===== src/sv/reverse_cuthill_mckee_ordering_macros.svh =====
// Assertion macros for the reverse Cuthill-McKee ordering datapath
`ifndef REVERSE_CUTHILL_MCKEE_ORDERING_MACROS_SVH
`define REVERSE_CUTHILL_MCKEE_ORDERING_MACROS_SVH
`ifndef SYNTHESIS
`define RCM_ASSERT_SAME(lbl, clk, rstn, ante, cons) \
  lbl: assert property (@(posedge clk) disable iff (!(rstn)) (ante) |-> (cons)) \
    else $error("rcm assertion failed");
`define RCM_ASSERT_NEXT(lbl, clk, rstn, ante, cons) \
  lbl: assert property (@(posedge clk) disable iff (!(rstn)) (ante) |=> (cons)) \
    else $error("rcm assertion failed");
`else
`define RCM_ASSERT_SAME(lbl, clk, rstn, ante, cons)
`define RCM_ASSERT_NEXT(lbl, clk, rstn, ante, cons)
`endif
`endif


===== src/sv/rcm_pkg.sv =====
// Types and constants for the reverse Cuthill-McKee ordering block
`timescale 1ns / 1ps
package rcm_pkg;
  localparam int NV_DEFAULT = 64;
  localparam int VTX_W      = 7;
  localparam int LABEL_W    = 6;
  localparam int CFG_W      = 7;
  localparam int CFG_IDX_W  = 2;

  localparam logic [CFG_IDX_W-1:0] REG_VERTEX_COUNT   = 2'd0;
  localparam logic [CFG_IDX_W-1:0] REG_SYMMETRIC_MODE = 2'd1;
  localparam logic [CFG_IDX_W-1:0] REG_ONE_BASED      = 2'd2;
  localparam logic [CFG_W-1:0]     VERTEX_COUNT_RST   = 7'd64;

  typedef enum logic [4:0] {
    C_NOP, C_CAPTURE, C_RD_A, C_WR_A, C_RD_B, C_WR_B, C_ORD_INIT,
    C_DEG_RD, C_DEG_WR, C_SEED, C_SCAN_RD, C_SCAN_CMP, C_ENQ,
    C_HEAD_RD, C_ROW_RD, C_CAND, C_IDX0, C_OUT_RD, C_CLEAR
  } cmd_t;

  typedef enum logic [4:0] {
    S_IDLE, S_EA_RD, S_EA_WR, S_EB_RD, S_EB_WR, S_CHK, S_DEG_RD, S_DEG_WR,
    S_BFS, S_SSCAN_RD, S_SSCAN_CMP, S_SENQ, S_ROW_RD, S_CAND, S_NCHK,
    S_NSCAN_RD, S_NSCAN_CMP, S_NENQ, S_OUT, S_CLEAR
  } state_t;

  typedef struct packed {
    logic edge_ok;
    logic sym;
    logic last;
    logic idx_last;
    logic q_empty;
    logic all_done;
    logic cand_zero;
  } stat_t;
endpackage


===== src/sv/rcm_ctrl.sv =====
// Sequencer for loading, ordering and output of the ordering block
`timescale 1ns / 1ps
module rcm_ctrl (
  input  logic          clk,
  input  logic          rst_n,
  input  logic          start,
  input  rcm_pkg::stat_t st,
  output rcm_pkg::cmd_t  cmd,
  output logic          busy
);
  import rcm_pkg::*;

  state_t state_r, state_nxt;

  always_ff @(posedge clk) begin
    if (!rst_n) state_r <= S_IDLE;
    else        state_r <= state_nxt;
  end

  always_comb begin
    state_nxt = state_r;
    cmd       = C_NOP;
    busy      = 1'b1;
    unique case (state_r)
      S_IDLE: begin
        busy = 1'b0;
        if (start) begin
          cmd = C_CAPTURE;
          state_nxt = S_EA_RD;
        end
      end
      S_EA_RD: begin
        if (st.edge_ok) begin
          cmd = C_RD_A;
          state_nxt = S_EA_WR;
        end else begin
          state_nxt = S_CHK;
        end
      end
      S_EA_WR: begin
        cmd = C_WR_A;
        state_nxt = st.sym ? S_EB_RD : S_CHK;
      end
      S_EB_RD: begin
        cmd = C_RD_B;
        state_nxt = S_EB_WR;
      end
      S_EB_WR: begin
        cmd = C_WR_B;
        state_nxt = S_CHK;
      end
      S_CHK: begin
        if (st.last) begin
          cmd = C_ORD_INIT;
          state_nxt = S_DEG_RD;
        end else begin
          state_nxt = S_IDLE;
        end
      end
      S_DEG_RD: begin
        cmd = C_DEG_RD;
        state_nxt = S_DEG_WR;
      end
      S_DEG_WR: begin
        cmd = C_DEG_WR;
        state_nxt = st.idx_last ? S_BFS : S_DEG_RD;
      end
      S_BFS: begin
        priority if (!st.q_empty) begin
          cmd = C_HEAD_RD;
          state_nxt = S_ROW_RD;
        end else if (!st.all_done) begin
          cmd = C_SEED;
          state_nxt = S_SSCAN_RD;
        end else begin
          cmd = C_IDX0;
          state_nxt = S_OUT;
        end
      end
      S_SSCAN_RD: begin
        cmd = C_SCAN_RD;
        state_nxt = S_SSCAN_CMP;
      end
      S_SSCAN_CMP: begin
        cmd = C_SCAN_CMP;
        state_nxt = st.idx_last ? S_SENQ : S_SSCAN_RD;
      end
      S_SENQ: begin
        cmd = C_ENQ;
        state_nxt = S_BFS;
      end
      S_ROW_RD: begin
        cmd = C_ROW_RD;
        state_nxt = S_CAND;
      end
      S_CAND: begin
        cmd = C_CAND;
        state_nxt = S_NCHK;
      end
      S_NCHK: begin
        state_nxt = st.cand_zero ? S_BFS : S_NSCAN_RD;
      end
      S_NSCAN_RD: begin
        cmd = C_SCAN_RD;
        state_nxt = S_NSCAN_CMP;
      end
      S_NSCAN_CMP: begin
        cmd = C_SCAN_CMP;
        state_nxt = st.idx_last ? S_NENQ : S_NSCAN_RD;
      end
      S_NENQ: begin
        cmd = C_ENQ;
        state_nxt = S_NCHK;
      end
      S_OUT: begin
        cmd = C_OUT_RD;
        if (st.idx_last) state_nxt = S_CLEAR;
      end
      S_CLEAR: begin
        cmd = C_CLEAR;
        state_nxt = S_IDLE;
      end
      default: state_nxt = S_IDLE;
    endcase
  end
endmodule


===== config.mk =====
export PLATFORM = sky130hd
export DESIGN_NAME = rcm_ctrl
export DESIGN_NICKNAME = d
export VERILOG_FILES = /design/src/sv/reverse_cuthill_mckee_ordering_macros.svh /design/src/sv/rcm_pkg.sv /design/src/sv/rcm_ctrl.sv
export SDC_FILE = /design/constraint.sdc
export NUM_CORES = 1
export LEC_CHECK = 0
export ABC_AREA = 0
export BUFFER_PORTS_ARGS = -buffer_cell sky130_fd_sc_hd__buf_4
export CAP_MARGIN = 20
export CORE_MARGIN = 2
export CORE_UTILIZATION = 52
export DETAILED_ROUTE_END_ITERATION = 6
export GPL_TIMING_DRIVEN = 0
export PLACE_DENSITY = 0.77
export SLEW_MARGIN = 25
export SYNTH_ARGS = -nofsm -noshare
export SYNTH_HDL_FRONTEND = slang
export SYNTH_SLANG_ARGS = --single-unit

===== constraint.sdc =====
create_clock -name clk -period 2.2 [get_ports clk]
set_clock_uncertainty 0.1 [all_clocks]
set_input_delay 0.11 -clock clk [delete_from_list [all_inputs] [get_ports clk]]
set_output_delay 0.11 -clock clk [all_outputs]
set_load 0.05 [all_outputs]

# Yosys cells after proc, flatten, opt, wreduce, memory -nomap -nowiden
# Cells that the tools add are included.
[op_classes]
eq_ne = 21
reduce_logical = 6
n_mux = 18
[ops]
columns = ["op", "n"]
rows = [
  ["$pmux 5 s18", 1],
  ["$pmux 5 s16", 1],
  ["$eq 5x4->1 const B", 8],
  ["$mux 5", 7],
  ["$eq 5x3->1 const B", 4],
  ["$eq 5x5->1 const B", 4],
  ["$mux 3", 4],
  ["$eq 5x2->1 const B", 2],
  ["$reduce_or 2->1", 4],
  ["$eq 5x1->1 const B", 1],
  ["$logic_not 5->1", 1],
  ["$mux 2", 2],
  ["$mux 4", 1],
  ["$ne 2x2->1 const B", 2],
  ["$mux 1", 2],
  ["$reduce_and 2->1", 1],
]
[totals]
elab_cells = 46
out_inout_bits = 6
regBits = 5

# Longest topological paths before layout
# Gate-level depths: netlist (run 1).
[depth]
word_depth = 3
mapped_depth = 6

# Worst setup path before layout (run 1)
# No wires, ideal clock.
[synth_path]
path_kind = "register -> output"
startpoint = "register state_r[0]"
endpoint = "output cmd[0]"
t_arrival_ps = 2720
n_path_buf = 2
required_ps = 1990
stages_incl_launch_ff = 6
path_slack_ps = -730
cell_sequence = "dfxtp_1 > buf_4 > clkbuf_1 > and3_1 > a31oi_1 > o311ai_0"
[synth_between]
elab_chain_cells = 3
[synth_rtl]
columns = ["item", "line", "source"]
rows = [
  ["from (decl)", "rcm_ctrl.sv:13", "state_t state_r, state_nxt;"],
  ["from (signal assigned)", "rcm_ctrl.sv:17", "else state_r <= state_nxt;"],
  ["$eq 5x5->1 or $eq 5x4->1 (tied branches)", "rcm_ctrl.sv:24", "unique case (state_r)"],
  ["$reduce_or 2->1 (no line)", "n/a", ""],
  ["$pmux 5 s16 (*)", "rcm_ctrl.sv:24", ""],
  ["to (decl)", "rcm_ctrl.sv:8", "output rcm_pkg::cmd_t cmd,"],
]
# Every way passes the cells marked *; elsewhere a longest branch is shown, timed or not.

# Final worst setup path (run 1)
[layout_path]
startpoint = "register state_r[2]"
endpoint = "output cmd[2]"
# The elaborated chain is that of the path after synthesis.

==> flow_metrics.tcl, run 1 <==
set metrics [dict create \
    grtUsageTotal 0.2956 \
    final_nets 132 \
    setup_violations 0 \
    worst_slew_pin_slew_ns 0.4061 \
    synth_area_sq_um 721.9 \
    cpPeakStageDelay_ns 0.49 \
    hpwl_um 1550 \
    num_antenna_cells 0 \
    grt_max_degree 11 \
    synth_edf_count 0 \
    syn-num-nets 112 \
    cts_setup_buffers 0 \
    synth_seq_cells 5 \
    wl_um 2079 \
    gp_congestion 0.8744 \
    cpMaxStageDelayCell "or4b_1" \
    antenna_found_initial 0 \
    final_util 0.6846 \
    start_util 0.5548 \
    clock-sinks 5 \
    powerDensity_nw_per_um2 1192 \
    clkTransAtPathRegs_ns 0.04 \
    drv_slew 0 \
    detail_route.first_pass.iterations 4 \
    max_freq_mhz 491.4 \
    crit_type "flip-flop to primary output" \
    die_h_um 41.26 \
    htreeDepth 1 \
    overflow 0 \
    largest-register "state_r" \
    synth-main-ff-cell "dfxtp_1" \
    io_buffers 15 \
    drc 0 \
    insertion_delay_ns 0.24 \
    crit_required_ns 1.99 \
    synthArstFlopShare 0 \
    fp.coreArea_sq_um 1301 \
    crit_arrival_ns 1.82 \
    top_regs "state_r: 5 flops" \
    drive_above_1_share 0.2645 \
    vdd_drop_max_v 0.001022 \
    largest_reg_flops 5 \
    power_uw 1062 \
    min-delay-path-class "primary input to flip-flop" \
    cts_buffers 3 \
    finalCritPeriodShare 0.9250 \
    synth_area_per_cell_sq_um 7.078 \
    drt-initial-drc-count 41 \
    vias_per_cell 6.463 \
    setup_tns_ns 0 \
    critical_path.cell_chain "buf_6 -> or4b_1 -> a21oi_1 -> a211oi_1 -> o22ai_1 -> buf_4" \
    cts_root_buf "clkbuf_4" \
    die_w_um 41.26 \
    yosys_warnings 0 \
    grt_pass1_wl_um 3305 \
    synth_cell_types 41 \
    end_kind "primary output" \
    hold_violations 0 \
    clockBufferDepth 2 \
    critPathMaxFanout 10 \
    area_growth_pct 23.40 \
    ys_seq_area_frac 0.1386 \
    dieArea_sq_um 1702 \
    routedWlPerCell_um 15.29 \
    cap_violations 0 \
    synth_cells 102 \
    postRouteAntennaNets 0 \
    cp-start-kind "flip-flop" \
    cts_tree "built" \
    p_leak_uw 0.0003571 \
    rsz0062_at_grt "no" \
    outcome "finished, final reports clean" \
    io_pins 16 \
    num_vias 879 \
    max_slew_margin 0.7223 \
    grt_pass1_vias 717 \
    rows 13 \
    fin_crit_ns 2.035 \
]
## worst max-delay path, delay by kind of cell (launching register included)
family          cells  cell delay (ns)
compound gates      3             0.44
buf+inv             2             0.35
simple gates        1             0.49
flops               1             0.30
## synthesized netlist by cell type (3+ instances only)
master    count  share of area
nand2_1       4          0.021
buf_2         7          0.049
nand2b_1      8          0.069
dfxtp_1       5           0.14
or3_1         3          0.026
o21ai_0       5          0.035
nand3b_1      3          0.031
a21oi_1       9          0.062
o22ai_1       5          0.043
nand4_1       4          0.035
nor4_1        3          0.026
inv_1         3          0.016
nor2_1        6          0.031
## report_power, final
| part | internal [uW] | switching [uW] | leakage [uW] |
|---|---|---|---|
| Sequential | 113 | 11.4 | 0.0000408 |
| Clock | 68.4 | 34.8 | 0.0000150 |
| Combinational | 307 | 528 | 0.000301 |
| Total | 488 | 574 | 0.000357 |
## placed cells by master, fill, tap and decap left out, types with 2 or more instances in the layout
cell | netlist | layout
and4b_1 | 2 | 2
o21a_1 | 2 | 2
dfxtp_1 | 5 | 5
clkbuf_4 | 0 | 4
nand3_1 | 2 | 2
nor2b_1 | 2 | 2
a31oi_1 | 2 | 2
nor2_1 | 6 | 6
inv_1 | 3 | 3
nor3_1 | 2 | 2
or3_1 | 3 | 3
nand4_1 | 4 | 4
nand2_1 | 4 | 4
nor4_1 | 3 | 3
nand2b_1 | 8 | 8
o22ai_1 | 5 | 5
a21oi_1 | 9 | 9
o21ai_0 | 5 | 5
buf_4 | 1 | 16
a21boi_0 | 2 | 2
clkbuf_1 | 2 | 2
buf_2 | 7 | 6
nand3b_1 | 3 | 3
## metrics by stage
| stage | cells | cell area [sq um] | hold slack [ns] | setup WS (ns) |
|---|---|---|---|---|
| 4_1_cts | 136 | 887.1 | 0.008187 | 0.1338 |
| 5_1_grt | 136 | 890.9 | 0.007155 | 0.05510 |
| 6_report | 136 | 890.9 | 0.01672 | 0.1651 |
| 3_3_place_gp | 132 | 860.8 | 0.2621 | 0.4259 |
| 3_5_place_dp | 132 | 860.8 | 0.2653 | 0.4138 |
| 2_1_floorplan | 102 | 729.5 | 0.1269 | 0.07444 |
## area by class of cell
type                            instances  area [sq um]
Buffer                                 11         65.06
Multi-Input combinational cell         83         556.8
Clock buffer                            4         26.28
Inverter                                3         11.26
Fill cell                             120         410.4
Sequential cell                         5         100.1
Timing Repair Buffer                   15         112.6
Tap cell                               15         18.77
## routing by layer
metal,part of all wire,vias to the layer above,routed length [um],track usage
li1,-,432,-,-
met5,0,-,0,0
met1,0.43,399,896,0.3846
met4,0.0072,0,15,0.03226
met3,0.083,2,173,0.1033
met2,0.48,46,994,0.4805
## timing repair
item                                    4_1_cts  5_1_grt
resized for setup                             0        3
hold buffers                                  0        0
endpoints found under the setup margin        0        2
endpoints found under the hold margin         0        0
## worst paths after layout
kind / to / cells past startpoint / slack (ns) / from
hold / removal: state_r[3] / 2 / 0.02 / rst_n
setup / recovery: cmd[2] / 6 / 0.17 / state_r[2]
hold reg to reg: state_r[4] / 3 / 0.56 / state_r[4]
setup reg to reg: state_r[2] / 5 / 0.53 / state_r[3]
## cells by family (layout without fill, tap and decap cells)
| logic type | after synthesis | after routing | synth area share |
|---|---|---|---|
| flops | 5 | 5 | 0.1387 |
| mux | 1 | 1 | 0.01387 |
| xor+xnor | 1 | 1 | 0.01213 |
| simple gates | 44 | 44 | 0.3744 |
| compound gates | 36 | 36 | 0.3466 |
| fa+ha+maj | 1 | 1 | 0.01387 |
| buf+inv | 14 | 33 | 0.1005 |
(Power assumes the default switching activity.)
==> run 2, diff against run 1 <==
--- a/config.mk
+++ b/config.mk
@@ -9,10 +9,10 @@
 export BUFFER_PORTS_ARGS = -buffer_cell sky130_fd_sc_hd__buf_4
 export CAP_MARGIN = 20
 export CORE_MARGIN = 2
-export CORE_UTILIZATION = 52
+export CORE_UTILIZATION = 47
 export DETAILED_ROUTE_END_ITERATION = 6
-export GPL_TIMING_DRIVEN = 0
-export PLACE_DENSITY = 0.77
+export GPL_TIMING_DRIVEN = 1
+export PLACE_DENSITY = 0.79
 export SLEW_MARGIN = 25
 export SYNTH_ARGS = -nofsm -noshare
 export SYNTH_HDL_FRONTEND = slang
==> constraint.sdc (replaced) <==
create_clock -name clk -period 1.8 [get_ports clk]
set_clock_uncertainty 0.1 [all_clocks]
set_input_delay 0.09 -clock clk [delete_from_list [all_inputs] [get_ports clk]]
set_output_delay 0.09 -clock clk [all_outputs]
set_load 0.05 [all_outputs]
==> flow_metrics.tcl, run 2 (synthesis gave the netlist of run 1 again) <==
set metrics [dict create \
    outcome "complete, but fails checks" \
    violations "setup timing" \
    crit_type "flip-flop to primary output" \
    end_kind "primary output" \
    p_clk_frac 0.085 \
    gp_congestion 0.9706 \
    multi_input_area_sq_um 649.4 \
    num_antenna_cells 0 \
    hold_violations 0 \
    num_vias 908 \
    power.switching_uw 810.1 \
    critical_path.cell_chain "or4b_4 -> a21oi_4 -> a211oi_2 -> o22ai_2 -> buf_6" \
    p_int_uw 766.7 \
    r2r_end "state_r[0]" \
    clock-sinks 5 \
    critPathMaxFanout 7 \
    detail_route.first_pass.iterations 7 \
    grt_pass1_vias 850 \
    clkTransAtPathRegs_ns 0.05 \
    drc 0 \
    max_slew_margin 0.7429 \
    cap_violations 0 \
    rsz0062_at_grt "yes" \
    top_regs "state_r: 5 flops" \
    final_cell_mix "buf_4 (23), buf_6 (8), nand2b_1 (6), a21oi_1 (6), nor2_1 (6)" \
    seq_power_share 0.120 \
    grt_max_degree 21 \
    io_buffers 15 \
    critPathBufInv 1 \
    use_met3 0.05957 \
    die_h_um 43.19 \
    die_w_um 43.19 \
    cp_top_family "simple AND/OR/NAND/NOR gates" \
    cts_buffers 3 \
    use_met2 0.4448 \
    grtUsageTotal 0.2704 \
    hold_path_depth 3 \
    vdd_drop_max_v 0.001016 \
    swShare 0.5137 \
    largest-register "state_r" \
    min_to "state_r[4]" \
    postRouteAntennaNets 0 \
    p_leak_uw 0.0004185 \
    clockBufferDepth 2 \
    max_freq_mhz 525.9 \
    finalHoldWorstSlack_ns 0.1318 \
    largest_reg_flops 5 \
    power_frac_comb 0.794 \
    fin_crit_ns 1.902 \
    antenna_found_initial 0 \
    register_area_sq_um 110.1 \
    vias_per_cell 6.350 \
    insertion_delay_ns 0.25 \
    regToRegSetupSlack_ns 0.06 \
    setup_violations 2 \
    drive_above_1_share 0.4488 \
    fp.coreArea_sq_um 1471 \
    cpPeakStageDelay_ns 0.53 \
    min-delay-path-class "primary input to flip-flop" \
    powerDensity_nw_per_um2 1445 \
    routedWlPerCell_um 17.38 \
    grt_use_met1 0.3599 \
    pre_cts_slack_ns 0.07253 \
    io_pins 16 \
    start_util 0.4906 \
    rows 14 \
    wl_um 2485 \
    cts_root_buf "clkbuf_4" \
    hpwl_um 1657 \
    crit_required_ns 1.61 \
    grt-busiest-layer "met2" \
    htreeDepth 1 \
    area_growth_pct 51.13 \
    worstRegToRegCells 5 \
    hold_start "st[1]" \
    worst_slew_pin_slew_ns 0.3759 \
    cpMaxStageDelayCell "or4b_4" \
    r2r-start "state_r[2]" \
    overflow 0 \
    drt-initial-drc-count 40 \
    cts_tree "built" \
    drv_slew 0 \
    final_common_cell "buf_4" \
    crit_arrival_ns 1.71 \
    grt_pass1_wl_um 3870 \
    dieArea_sq_um 1865 \
    final_nets 138 \
    fillers 108 \
    finalCritPeriodShare 1.056 \
    cp-start-kind "flip-flop" \
    setup_ws_ns -0.1015 \
]
==> run 2: cell count changes in the layout (fill, tap and decap cells not counted), sizes merged <==
cell	previous run	this run
buf	23	31
clkbuf	7	3
clkinv	0	1
dlygate4sd3	0	1
==> run 2: worst max path at each step <==
stage,from,endpoint,slack [ns],depth (start not counted)
detailed placement,state_r[3],state_r[1],0.07,5
finish,state_r[2],cmd[2],-0.10,5
global route,state_r[1],cmd[2],-0.14,5
CTS,state_r[1],cmd[2],-0.12,5
global placement,state_r[3],state_r[1],0.13,5
floorplan,state_r[0],cmd[0],-0.06,5
==> run 2: layout make-up <==
class,instances,share of cell area
Multi-Input combinational cell,83,0.5952
Timing Repair Buffer,32,0.2500
Sequential cell,5,0.1009
Clock buffer,3,0.02064
Tap cell,16,0.01835
Inverter,3,0.01032
Clock inverter,1,0.004587
==> run 2: layer usage <==
layer | share of wire | vias to the layer above
li1 | - | 443
met2 | 0.52 | 32
met1 | 0.42 | 427
met3 | 0.045 | 6
met4 | 0.014 | 0
met5 | 0 | -
==> run 2: what timing repair did <==
action,4_1_cts,5_1_grt
hold buffers,0,1
pin swaps,2,5
gates resized for setup,13,15
setup endpoints to repair,5,5
endpoints found under the hold margin,0,1
buffers inserted,0,2
==> run 2: tightest hold or removal path, delay by kind of cell <==
| family | cells | cell delay, ns |
|---|---|---|
| buffers and inverters | 1 | 0.13 |
| AND/OR/NAND/NOR | 1 | 0.12 |
| AO/OA/AOI/OAI | 1 | 0.09 |
==> run 2: power by group through the flow <==
| stage | registers [uW] | clock network (uW) | logic (uW) |
|---|---|---|---|
| after global placement | 173 | 0 | 1040 |
| after global routing | 192 | 148 | 1320 |
| after CTS | 181 | 139 | 1140 |
| final | 189 | 135 | 1250 |
| after floorplan | 150 | 0 | 816 |
| after detailed placement | 178 | 0 | 1060 |
==> run 2: stage by stage <==
stage	utilization	power (uW)	TNS (ns)	instance area, sq um	std cells
floorplan	-	965.2	-0.06483	754.5	102
global placement	0.6327	1213	0	930.9	136
detailed placement	0.6327	1237	0	930.9	136
CTS	0.6854	1456	-0.1180	1008	140
global route	0.7415	1658	-0.2897	1091	143
finish	0.7415	1577	-0.1217	1091	143
